### src/design/htpi_pkg.sv
`default_nettype none

package htpi_pkg;

	// Defaults for the top-level parameters.
	localparam int TABLE_SLOTS_DEF  = 256;
	localparam int PROBE_STRIDE_DEF = 7;

	// Field widths of the stream items.
	localparam int KEY_W     = 24;
	localparam int PAYLOAD_W = 32;
	localparam int SLOT_W    = 8;
	localparam int COUNT_W   = 32;
	localparam int DIGIT_W   = 4;

	// Home slot digit sum: (d1+d2)*100 + (d3+d4)*10 + d5+d6, at most 3330.
	localparam int SUM_MAX = 3330;
	localparam int SUM_W   = 12;
	localparam int MUL_HUNDREDS = 100;
	localparam int MUL_TENS     = 10;

	// Depth of the queue between the front and the back.
	localparam int QUEUE_DEPTH = 2;

	typedef enum logic [1:0] {
		F_IDLE,
		F_DIV,
		F_PUSH
	} front_state_t;

	typedef enum logic [1:0] {
		B_CLEAR,
		B_IDLE,
		B_PROBE
	} back_state_t;

	// One table entry as held in the slot memory.
	typedef struct packed {
		logic                 occ;
		logic [KEY_W-1:0]     key;
		logic [PAYLOAD_W-1:0] payload;
	} entry_t;

endpackage

`default_nettype wire

### src/design/htpi_front.sv
`default_nettype none

module htpi_front
	import htpi_pkg::*;
#(
	parameter int TABLE_SLOTS = TABLE_SLOTS_DEF
) (
	input  wire logic                           clk,
	input  wire logic                           arst_n,
	input  wire logic                           hold,
	input  wire logic                           in_valid,
	output logic                                in_ready,
	input  wire logic [KEY_W-1:0]               in_key,
	input  wire logic [PAYLOAD_W-1:0]           in_payload,
	input  wire logic                           q_full,
	output logic                                push,
	output logic [KEY_W-1:0]                    key,
	output logic [PAYLOAD_W-1:0]                payload,
	output logic [$clog2(TABLE_SLOTS)-1:0]      home
);

	localparam int SW          = $clog2(TABLE_SLOTS);
	// Scaled reciprocal of the table size, exact for every SUM_W-bit digit sum.
	localparam int RECIP_SHIFT = SUM_W + $clog2(TABLE_SLOTS);
	localparam int RECIP_MUL   = ((1 << RECIP_SHIFT) + TABLE_SLOTS - 1) / TABLE_SLOTS;
	localparam int PROD_W      = 2 * SUM_W + 2;

	front_state_t state_q, state_d;
	logic [SUM_W-1:0]     sum;
	logic [SUM_W-1:0]     rem_q;
	logic [PROD_W-1:0]    prod;
	logic [SUM_W-1:0]     quo;
	logic [SUM_W-1:0]     reduced;
	logic [KEY_W-1:0]     key_q;
	logic [PAYLOAD_W-1:0] payload_q;

	// Digit sum of the key, first digit in the top nibble.
	assign sum = (SUM_W'(in_key[23:20]) + SUM_W'(in_key[19:16])) * SUM_W'(MUL_HUNDREDS)
		+ (SUM_W'(in_key[15:12]) + SUM_W'(in_key[11:8])) * SUM_W'(MUL_TENS)
		+ SUM_W'(in_key[7:4]) + SUM_W'(in_key[3:0]);

	// Reduction by the table size: the quotient comes from a multiply
	// by the scaled reciprocal, the remainder from one subtract.
	assign prod    = PROD_W'(rem_q) * PROD_W'(RECIP_MUL);
	assign quo     = SUM_W'(prod >> RECIP_SHIFT);
	assign reduced = rem_q - quo * SUM_W'(TABLE_SLOTS);

	always_comb begin
		state_d = state_q;
		case (state_q)
			F_IDLE: begin
				if (in_valid && !hold) begin
					state_d = F_DIV;
				end
			end
			F_DIV: begin
				state_d = F_PUSH;
			end
			F_PUSH: begin
				if (!q_full) begin
					state_d = F_IDLE;
				end
			end
			default: state_d = F_IDLE;
		endcase
	end

	always_comb begin
		in_ready = 1'b0;
		push     = 1'b0;
		case (state_q)
			F_IDLE:  in_ready = !hold;
			F_PUSH:  push     = !q_full;
			default: ;
		endcase
	end

	always_ff @(posedge clk or negedge arst_n) begin
		if (!arst_n) begin
			state_q <= F_IDLE;
		end else begin
			state_q <= state_d;
		end
	end

	always_ff @(posedge clk) begin
		if (state_q == F_IDLE && in_valid && !hold) begin
			rem_q     <= sum;
			key_q     <= in_key;
			payload_q <= in_payload;
		end else if (state_q == F_DIV) begin
			rem_q <= reduced;
		end
	end

	assign key     = key_q;
	assign payload = payload_q;
	assign home    = rem_q[SW-1:0];

	a_rem_reduced: assert property (@(posedge clk) disable iff (!arst_n)
		state_q == F_PUSH |-> rem_q < SUM_W'(TABLE_SLOTS))
		else $error("home slot not reduced below table size");

endmodule

`default_nettype wire

### config.mk
export PLATFORM = sky130hd
export DESIGN_NAME = htpi_front
export DESIGN_NICKNAME = d
export VERILOG_FILES = /design/src/design/htpi_pkg.sv /design/src/design/htpi_front.sv
export SDC_FILE = /design/constraint.sdc
export NUM_CORES = 1
export LEC_CHECK = 0
export BUFFER_PORTS_ARGS = -buffer_cell sky130_fd_sc_hd__buf_2
export CAP_MARGIN = 40
export CELL_PAD_IN_SITES_DETAIL_PLACEMENT = 0
export CELL_PAD_IN_SITES_GLOBAL_PLACEMENT = 2
export CORE_MARGIN = 4
export CORE_UTILIZATION = 31
export DETAILED_ROUTE_END_ITERATION = 7
export PLACE_DENSITY_LB_ADDON = 0.1
export SLEW_MARGIN = 20
export SYNTH_ARGS = -nofsm -noshare
export SYNTH_HDL_FRONTEND = slang
export SYNTH_SLANG_ARGS = --single-unit
### constraint.sdc
create_clock -name clk -period 3.25 [get_ports clk]
set_input_delay 0.4875 -clock clk [delete_from_list [all_inputs] [get_ports clk]]
set_output_delay 0.4875 -clock clk [all_outputs]
set_load 0.05 [all_outputs]
==> summary.txt <==
CTS
  • CTS root buf: clkbuf_8
  • Clk_lat worst skew: roughly 340 ps
  • H-tree depth: 3
  • CTS tree: done
  • Worst-case clock buffer depth: 2
  • Clock sink count: between 60 and 70
  • Clk slew on worst S/H paths: ~80 ps
  • Num CTS Buffers: 9

Critical path
  • Critical Path RT: between 3000 and 4000 ps
  • Worst R2R Setup Slack: roughly 1200 ps
  • Startpoint types: input pin
  • Crit path arrival time: ~3500 ps
  • CP Capture Type: flip-flop
  • Reg-to-Reg End: key[2]$_DFFE_PP_
  • Reg2Reg Launch Point: state_q[1]$_DFFE_PN0P_
  • R2R depth: 4
  • Worst Path Max Fanout: 3
  • Setup CP Type: in -> reg

STA
  • Worst slew pin tran: 366 ps
  • Final hold slack: around 320 ps
  • Clk_skew: 9.57 ps
  • RSZ-0062 raised after global routing: yes
  • Finish-stage setup viols: 2
  • Slew Limit Fails: 0
  • Final hold violation count: 0
  • Fin crit share: 102%
  • Total negative setup slack: -105 ps
  • Peak Freq: between 300 and 400 MHz
  • Fin crit period: between 3000 and 4000 ps
  • Fin worst setup slack: -75.8 ps
  • Max-slew headroom: about three quarters

Logic synthesis
  • Ys flop type: edfxtp_1
  • Synthesized area per cell: approximately 17 sq um
  • Post-synth EDFFs: 64
  • Synthesized flop and latch total: 66
  • Synthesis Warnings: 0
  • Seq/Total Area, Yosys: 66.6%
  • Synth Net Count: between 200 and 300
  • Netlist cell types: 21
  • Asr flop ratio synth: 3.03%
  • Gate Count Post-Synth: between 150 and 200
  • Area of the mapped netlist: between 2000 and 3000 sq um

Route
  • Remaining DRCs: 0
  • 1st-iter DRT viols: 48
  • Final WL: roughly 6300 microns
  • Drt first pass iters: 4
  • Wire per inst: between 10 and 15 microns
  • Final ANT Viol Nets: 0
  • Vias per inst: 4.09
  • DR vias: between 1.5k and 2k

Hold path
  • Hold Crit Depth: 1
  • HP Class: in -> reg
  • Hold_sp: in_payload[24]
  • Hold path endpoint: payload[24]$_DFFE_PP_

Job
  • Maxcap violations: 0

Final layout
  • P&R area growth vs syn: 48.5%
  • Fill cells: a little under 900
  • Multi-input logic area: approximately 1100 sq um
  • Finished Layout Cells: 470
  • Share of layout cells above drive strength 1: between 50% and 60%
  • Leading cell type in the layout, fill and taps excluded: buf_2
  • Most frequent cells in the layout: 120 x buf_2, 64 x edfxtp_1, 24 x buf_4
  • # diodes: 0
  • Final nets: around 440
  • Flip-flop and latch area: just under 2000 sq um

Die
  • Die W: about 110 microns
  • # rows: 35
  • Initial Utilization: between 30% and 40%
  • Die Ht: 106 microns
  • Die area: around 11000 sq um
  • Core region area: 9280 sq um
  • IO Pins: ~130

Placed design
  • Post-Place Cells: 451
  • Port-buffer cells: 126
  • GP Congestion: about 0.67
  • Final HPWL DP: roughly 4900 microns

Global routing
  • Vias in the first global route: roughly 2.0k
  • Initial antenna violation count: 0
  • GR Overflow Total: 0
  • First-pass GRT wire length: roughly 9900 microns
  • Pin count of the biggest net entering global routing: 29
  • GRT Overall Usage: between 10% and 20%

Pwr
  • Pleak: 1.96 nW
  • Power per cell area: about 700 nW/um^2
  • Max VDD drop: between 500 and 600 uV

Status
  • Status: complete, but fails checks
  • Failing checks: negative setup slack
[registers in the layout, summed over array words and instances (netlist names)]
register  cells
state_q       2
payload      32
rem_q         8
key          24
[kinds of logic (layout without fill, tap and decap cells)]
| group | Yosys count | count (layout) | synth area share, % |
|---|---|---|---|
| adders and majority gates | 40 | 40 | 19.2 |
| buffers and inverters | 19 | 187 | 2.41 |
| AOI/OAI and AO/OA | 17 | 17 | 3.68 |
| muxes | 1 | 1 | 0.338 |
| DFF | 66 | 66 | 66.6 |
| xor gates and xnor gates | 16 | 16 | 5.24 |
| and+or+nand+nor | 14 | 14 | 2.58 |
[worst max path at each step]
| stage | from | end | slack (ps) | cells after the start |
|---|---|---|---|---|
| final | in_key[12] | rem_q[7]$_DFFE_PP_ | -80 | 15 |
| after global routing | in_key[12] | rem_q[7]$_DFFE_PP_ | -230 | 15 |
| after CTS | in_key[12] | rem_q[7]$_DFFE_PP_ | -100 | 15 |
| after detailed placement | in_key[9] | rem_q[7]$_DFFE_PP_ | -590 | 16 |
| after global placement | in_key[9] | rem_q[7]$_DFFE_PP_ | -560 | 16 |
| after floorplan | in_key[8] | rem_q[7]$_DFFE_PP_ | -340 | 13 |
[where the power goes]
part	internal (W)	switching [W]	total [W]
clock	0.000282	0.000343	0.000625
sequential	0.00100	0.0000117	0.00101
combinational	0.000752	0.000721	0.00147
total	0.00204	0.00108	0.00311
[per-stage QoR]
stage | power (W) | setup WS [ps] | cell area [sq um] | utilization, %
6_report | 0.00311 | -75.8 | 4400 | 47.4
3_3_place_gp | 0.00231 | -563 | 4050 | 43.7
2_1_floorplan | 0.00196 | -343 | 3090 | -
5_1_grt | 0.00333 | -229 | 4400 | 47.4
3_5_place_dp | 0.00232 | -594 | 4050 | 43.7
4_1_cts | 0.00303 | -98.4 | 4340 | 46.8
[timing repair]
action / 4_1_cts / 5_1_grt
endpoints found under the setup margin: 3 / 3
gates resized for setup: 17 / 10
pin swaps: 24 / 14
endpoints found under the hold margin: 2 / 0
hold buffers: 1 / 0
setup buffers: 2 / 0
[per-layer routing]
layer	vias up	share of wire, %	track usage (%)
met2	67	50	18.9
li1	949	-	-
met5	-	0	0
met4	0	1.1	3.89
met1	902	42	14.1
met3	5	7.0	4.41
[cell type report]
class	count	area share, %
Clock buffer	9	2.82
Clock inverter	7	1.22
Inverter	19	1.62
Multi-Input combinational cell	88	25.9
Sequential cell	66	44.8
Tap cell	129	3.67
Timing Repair Buffer	152	19.9
[critical path, cell delays in order]
cell and delay (ps):
buf_8 100, ha_4 160, fa_2 360, a21o_1 160
a21o_1 180, ha_4 230, fa_2 390, xor2_2 170
ha_4 280, ha_4 200, ha_4 250, a21oi_2 140
o21ai_2 70, or2_4 220, mux2i_1 120
[synthesized netlist by cell type, types with 2 or more instances]
cell,n,area (sq um)
o21ai_0,2,10.0
dfrtp_1,2,50.1
and3_1,4,25.0
ha_1,31,388
xor2_1,5,43.8
xnor2_1,9,78.8
a21oi_1,6,30.0
inv_1,19,71.3
nand2_1,3,11.3
fa_1,9,180
a21o_1,8,60.1
nor2_1,3,11.3
edfxtp_1,64,1920
Power figures use the tool's default switching activity.
