`src/design/htpi_pkg.sv`:
```
`default_nettype none

package htpi_pkg;

	// Defaults for the top-level parameters.
	localparam int TABLE_SLOTS_DEF  = 256;
	localparam int PROBE_STRIDE_DEF = 7;

	// Field widths of the stream items.
	localparam int KEY_W     = 24;
	localparam int PAYLOAD_W = 32;
	localparam int SLOT_W    = 8;
	localparam int COUNT_W   = 32;
	localparam int DIGIT_W   = 4;

	// Home slot digit sum: (d1+d2)*100 + (d3+d4)*10 + d5+d6, at most 3330.
	localparam int SUM_MAX = 3330;
	localparam int SUM_W   = 12;
	localparam int MUL_HUNDREDS = 100;
	localparam int MUL_TENS     = 10;

	// Depth of the queue between the front and the back.
	localparam int QUEUE_DEPTH = 2;

	typedef enum logic [1:0] {
		F_IDLE,
		F_DIV,
		F_PUSH
	} front_state_t;

	typedef enum logic [1:0] {
		B_CLEAR,
		B_IDLE,
		B_PROBE
	} back_state_t;

	// One table entry as held in the slot memory.
	typedef struct packed {
		logic                 occ;
		logic [KEY_W-1:0]     key;
		logic [PAYLOAD_W-1:0] payload;
	} entry_t;

endpackage

`default_nettype wire

```
`src/design/htpi_queue.sv`:
```
`default_nettype none

module htpi_queue
	import htpi_pkg::*;
#(
	parameter int DATA_W = 64
) (
	input  wire logic              clk,
	input  wire logic              arst_n,
	input  wire logic              push,
	input  wire logic [DATA_W-1:0] push_data,
	output logic                   full,
	input  wire logic              pop,
	output logic                   valid,
	output logic [DATA_W-1:0]      pop_data
);

	localparam int PW = $clog2(QUEUE_DEPTH);
	localparam int CW = $clog2(QUEUE_DEPTH + 1);

	logic [DATA_W-1:0] buf_q [QUEUE_DEPTH];
	logic [PW-1:0]     wr_q, rd_q;
	logic [CW-1:0]     cnt_q;

	assign full     = (cnt_q == CW'(QUEUE_DEPTH));
	assign valid    = (cnt_q != '0);
	assign pop_data = buf_q[rd_q];

	always_ff @(posedge clk or negedge arst_n) begin
		if (!arst_n) begin
			wr_q  <= '0;
			rd_q  <= '0;
			cnt_q <= '0;
		end else begin
			if (push) begin
				wr_q <= (wr_q == PW'(QUEUE_DEPTH - 1)) ? '0 : wr_q + PW'(1);
			end
			if (pop) begin
				rd_q <= (rd_q == PW'(QUEUE_DEPTH - 1)) ? '0 : rd_q + PW'(1);
			end
			if (push && !pop) begin
				cnt_q <= cnt_q + CW'(1);
			end else if (pop && !push) begin
				cnt_q <= cnt_q - CW'(1);
			end
		end
	end

	always_ff @(posedge clk) begin
		if (push) begin
			buf_q[wr_q] <= push_data;
		end
	end

	a_no_overflow: assert property (@(posedge clk) disable iff (!arst_n)
		(push |-> !full) and (pop |-> valid))
		else $error("queue pushed while full or popped while empty");

endmodule

`default_nettype wire

```
`config.mk`:
```
export PLATFORM = sky130hd
export DESIGN_NAME = htpi_queue
export DESIGN_NICKNAME = d
export VERILOG_FILES = /design/src/design/htpi_pkg.sv /design/src/design/htpi_queue.sv
export SDC_FILE = /design/constraint.sdc
export NUM_CORES = 1
export LEC_CHECK = 0
export BUFFER_PORTS_ARGS = -buffer_cell sky130_fd_sc_hd__buf_2
export CORE_ASPECT_RATIO = 0.8
export CORE_MARGIN = 4
export CORE_UTILIZATION = 56
export DETAILED_ROUTE_END_ITERATION = 16
export PLACE_DENSITY = 0.89
export SLEW_MARGIN = 20
export SYNTH_ARGS = -nofsm -noshare
export SYNTH_HDL_FRONTEND = slang
export SYNTH_SLANG_ARGS = --single-unit
```
`constraint.sdc`:
```
create_clock -name clk -period 5.6 [get_ports clk]
set_input_delay 0.84 -clock clk [delete_from_list [all_inputs] [get_ports clk]]
set_output_delay 0.84 -clock clk [all_outputs]
set_load 0.02 [all_outputs]
```
==> results.toml, run 1 <==
[final_layout]
fin_cells = 488
drive_gt1_share_pct = 62.0
syn_to_final_growth_pct = 28.1
fin_nets = 432
insertedDiodeCount = 0

[sta]
hold_viol_final = 0
maxSlewViolCount = 0
rsz0062_at_grt = "false"
setup_ws_ns = 2.62
final.min_clock_period_ns = 2.98
worst_pin_slew_ns = 0.873
finalClockSkew_ns = 0.00730
fmax_mhz = 335
setup_viol = 0
relSlewSlack_pct = 41.7
whs_ns = 0.141
tns_ns = 0
period_share_pct = 53.3

[global_route]
grt_use_total_pct = 16.9
grt_pass1_wl_um = 13300
grt_pass1_vias = 2634
antenna_found_initial = 0
overflow = 0
grt_max_degree = 66

[clocking]
insertion_delay_ns = 0.49
path_clk_slew_ns = 0.06
cts-buffers-inserted = 17
cts_tree = "built"
cts_post_setup_buffers_inserted = 0
htreeDepth = 4
postCtsResizedCells = 0
cts.sinks = 132
cts-root-buf = "clkbuf_8"
ctsHoldBuffers = 0
clock_path_buffers = 2

[worst_setup_path]
crit_required_ns = 4.76
worst_ep_arrival_time_ns = 2.14
endpoint_kind = "output port"
reg2regPathDepth = 2
start_kind = "register"
critPathKind = "reg -> out"
cp_max_fo = 36
r2r_slack_ns = 3.54

[routing]
finalWirelength_um = 8480
viasPerCell = 5.13
routedWlPerCell_um = 17.4
dr_total_vias = 2501
drt_pass1_iterations = 4
drtAntennaViolNets = 0
drc = 0
drt_iter0_markers = 119

[status]
status = "finished clean"

[synthesis]
synth-simple-area-share_pct = 0.574
syn_avg_cell_area_um2 = 23.3
synth_cells = 215
synth_top_family_by_area = "multiplexers"
synthArstFlopShare_pct = 3.03
synth_top_area_share_pct = 76.7
synth.most_common_cell = "edfxtp_1"
yosysSeqAreaShare_pct = 78.7
synth_compound_area_share_pct = 0
synth_fp_nets = 284
synthTopCellsByCount = "edfxtp_1 (128), mux2_4 (50), mux2_2 (14)"
yosys-top-cells-area = "edfxtp_1 (77%), mux2_4 (15%), mux2_2 (3.1%), dfrtp_1 (2.0%), buf_6 (1.3%)"
yosys_register_bits = 132
yosysTopAreaCell = "edfxtp_1"
synth-adder-area-share_pct = 0.250
synthXorXnorAreaFrac_pct = 0.873
synth_cell_types = 14
muxShareOfSynthArea_pct = 18.1
synth_edf_count = 128
ys.flop_type = "edfxtp_1"
yosys_warnings = 0
syn_area_mm2 = 0.00501

[place]
hpwl_um = 5580
dpl.cell_count = 455
portBuffers = 133
gp_congestion = 0.693
dpl_worst_slack_ns = 2.92

[floorplan]
core_mm2 = 0.00860
start_util_pct = 58.3
core.rowCount = 30
die_area_mm2 = 0.0105
ios = 134
die_h_um = 92.6
die-width_um = 114

[hold_path]
hold_class = "in -> async"

[job]
drv_cap = 0

[power_and_ir_drop]
p_leak_uw = 0.00260
power.density_mw_per_mm2 = 567
power_uw = 3640
vdd.ir_drop.worst_uv = 393
==> logic make-up after synthesis <==
kind of cell,count (synthesis)
buffers and inverters,8
and+or+nand+nor,5
DFF,132
adders and majority gates,1
muxes,64
xor gates and xnor gates,5
==> power by group <==
part / internal (uW) / switching [uW]
registers: 1320 / 110
logic: 488 / 573
clock network: 767 / 386
total: 2570 / 1070
==> final cells by class <==
| cell class | instances | area (um^2) |
|---|---|---|
| inverter | 1 | 3.75 |
| timing repair buffer | 136 | 701 |
| clock inverter | 13 | 208 |
| sequential | 132 | 3950 |
| multi-input combinational | 75 | 1000 |
| clock buffer | 19 | 422 |
| fill | 509 | 2170 |
| tap | 112 | 140 |
==> per-stage QoR <==
stage          utilization [%]  area [um^2]
2_1_floorplan                -         5010
3_3_place_gp              67.2         5770
3_5_place_dp              67.2         5770
4_1_cts                   74.5         6400
5_1_grt                   74.7         6420
6_report                  74.7         6420
==> flip-flops by register name, summed over array words and instances (netlist names) <==
register and flops:
buf_q 128, cnt_q 2, rd_q 1, wr_q 1
==> cell usage in the layout, fill, tap and decap left out, drive strengths merged <==
cell | netlist | layout
xnor2 | 1 | 1
clkbuf | 0 | 19
clkinvlp | 0 | 3
mux2 | 64 | 64
nor2b | 2 | 2
inv | 1 | 1
and2 | 1 | 1
bufinv | 0 | 5
dfrtp | 4 | 4
or2 | 1 | 1
edfxtp | 128 | 128
nor2 | 1 | 1
buf | 7 | 136
xor2 | 4 | 4
clkinv | 0 | 5
ha | 1 | 1
==> final timing paths <==
check / from / endpoint
worst max-delay path: rd_q$_DFFE_PN0P_ / pop_data[41]
worst max register to register: wr_q$_DFFE_PN0P_ / buf_q[0][36]$_DFFE_PP_
worst min register to register: cnt_q[1]$_DFFE_PN0P_ / cnt_q[1]$_DFFE_PN0P_
min in group clk: cnt_q[1]$_DFFE_PN0P_ / cnt_q[1]$_DFFE_PN0P_
worst min-delay path: arst_n / cnt_q[0]$_DFFE_PN0P_
max in group asynchronous: arst_n / rd_q$_DFFE_PN0P_
==> critical path, cell delays in order, from the launching register on <==
cell	delay, ns
dfrtp_4	0.77
buf_12	0.31
mux2_2	0.37
buf_2	0.16
==> routing by layer <==
layer	GRT usage, %	up-vias	wire [um]
met2	27.1	104	4210
li1	-	1147	-
met4	5.34	0	68
met5	0	-	0
met1	21.4	1243	3450
met3	6.47	7	751
No activity file was read; power rests on OpenSTA's default activity.
==> run 2: changes to the inputs <==
Settings changed: CORE_UTILIZATION 56 to 52, PLACE_DENSITY 0.89 to 0.84.
Clock period 5.6 ns to 2.9 ns, I/O delays scaled along.
==> results.toml, run 2 (synthesized netlist as in run 1, its figures left out) <==
[hold_path]
hold_class = "in -> reg"

[worst_setup_path]
crit_required_ns = 2.47
worst_ep_arrival_time_ns = 2.04
start_kind = "register"
path_cells = "buf_4, mux2_2, buf_2"
cp_slowest_stage_delay_ns = 0.81
path_buf_inv = 2
cp_max_fo = 34
endpoint_kind = "output port"
cpMaxStageDelayCell = "dfrtp_4"
crit_family = "flip-flops"
critPathKind = "reg -> out"

[power_and_ir_drop]
power_uw = 7090
p_int_uw = 5020
p_seq_share_pct = 39.0
vdd.ir_drop.worst_uv = 625
netSwitchingPower_uw = 2060
combPwrFrac_pct = 29.4
p_leak_uw = 0.00263
power.density_mw_per_mm2 = 1100
sw_frac_of_total_pct = 29.1
clkPwrFrac_pct = 31.6

[routing]
drc = 0
drt_iter0_markers = 156
viasPerCell = 5.08
finalWirelength_um = 8900
drt_pass1_iterations = 4
routedWlPerCell_um = 18.0
dr_total_vias = 2516
drtAntennaViolNets = 0

[sta]
setup_viol = 0
rsz0062_at_grt = "false"
maxSlewViolCount = 0
tns_ns = 0
finalClockSkew_ns = 0.00410
fmax_mhz = 405
worst_pin_slew_ns = 0.612
period_share_pct = 85.2
relSlewSlack_pct = 59.2
hold_viol_final = 0
final.min_clock_period_ns = 2.47

[global_route]
grtUsageMet2_pct = 27.6
grt_pass1_wl_um = 13800
grt_use_total_pct = 16.4
use_met3_pct = 9.05
grt_max_degree = 46
grtUsageMet1_pct = 18.2
antenna_found_initial = 1
overflow = 0
grt_pass1_vias = 2783
busiest_layer = "met2"

[clocking]
path_clk_slew_ns = 0.05
insertion_delay_ns = 0.40
cts.sinks = 132
cts-buffers-inserted = 17
cts-root-buf = "clkbuf_16"
clock_path_buffers = 2
cts_post_setup_buffers_inserted = 0
cts_tree = "built"
htreeDepth = 4

[final_layout]
reg_top3 = "buf_q (128), cnt_q (2)"
layout_commonest_cell = "buf_2"
fin_nets = 436
drive_gt1_share_pct = 61.6
final_cell_mix = "buf_2 (133), edfxtp_1 (128), mux2_4 (50), clkbuf_16 (17), mux2_2 (14)"
insertedDiodeCount = 0
largest_register_ffs = 128
syn_to_final_growth_pct = 28.9
top_register = "buf_q"

[floorplan]
core_mm2 = 0.00923
die_h_um = 95.8
die_area_mm2 = 0.0113
start_util_pct = 54.3
core.rowCount = 31
ios = 134
die-width_um = 118

[place]
hpwl_um = 6020
portBuffers = 133
gp_congestion = 0.707

[job]
drv_cap = 0

[status]
status = "finished clean"
[run 2: cell count changes in the layout (fill, tap and decap cells not counted)]
cell	change
clkbuf_1	+1
buf_4	+2
clkbuf_16	+1
clkinv_4	-3
dlygate4sd3_1	+1
clkbuf_8	-1
clkinv_1	+1
clkinv_2	+3
clkinvlp_4	-2
buf_12	+1
[run 2: cell type report]
| cell class | count | area, um^2 |
|---|---|---|
| Multi-Input combinational cell | 75 | 1000 |
| Clock buffer | 20 | 437 |
| Clock inverter | 12 | 185 |
| Inverter | 1 | 3.75 |
| Sequential cell | 132 | 3950 |
| Tap cell | 115 | 144 |
| Fill cell | 592 | 2770 |
| Timing Repair Buffer | 140 | 746 |
[run 2: timing repair]
item,4_1_cts,5_1_grt
gates resized for setup,0,0
hold buffers,1,0
endpoints found under the hold margin,4,0
[run 2: worst paths after layout]
check                      cells past startpoint  slack (ns)                endpoint            startpoint
min in group asynchronous                      2        0.38    cnt_q[1]$_DFFE_PN0P_                arst_n
min                                            1        0.22  buf_q[1][35]$_DFFE_PP_         push_data[35]
max reg2reg                                    2        1.32   buf_q[1][3]$_DFFE_PP_      wr_q$_DFFE_PN0P_
max in group asynchronous                      2        2.39        rd_q$_DFFE_PN0P_                arst_n
max                                            3        0.43            pop_data[49]      rd_q$_DFFE_PN0P_
min reg2reg                                    1        0.49    cnt_q[1]$_DFFE_PN0P_  cnt_q[1]$_DFFE_PN0P_
[run 2: metrics by stage]
stage	utilization, %	worst slack, ns	hold WS, ns	instance area (um^2)	cells
6_report	70.0	0.429	0.220	6460	495
3_5_place_dp	63.2	0.836	0.245	5830	462
5_1_grt	70.0	0.343	0.194	6460	495
4_1_cts	70.0	0.387	0.196	6460	495
3_3_place_gp	63.2	0.855	0.243	5830	462
2_1_floorplan	-	0.354	0.139	5020	215
[run 2: worst register-to-register path: stages, from the launching register on]
cell	delay (ns)
dfrtp_1	0.41
and2_2	0.55
buf_4	0.32
[run 2: metal layers]
metal | wire (um) | part of all wire [%] | up-vias
li1 | - | - | 1156
met1 | 3590 | 40 | 1237
met2 | 4460 | 50 | 109
met3 | 755 | 8.5 | 12
met4 | 79 | 0.89 | 2
met5 | 7 | 0.079 | -
[run 2: power by group through the flow]
stage                     Clock [uW]  Sequential, uW  Combinational [uW]
after global routing            2380            2800                2200
after detailed placement           0            2810                2100
after global placement             0            2780                2080
final                           2240            2770                2080
after CTS                       2280            2780                2120
after floorplan                    0            2660                1660
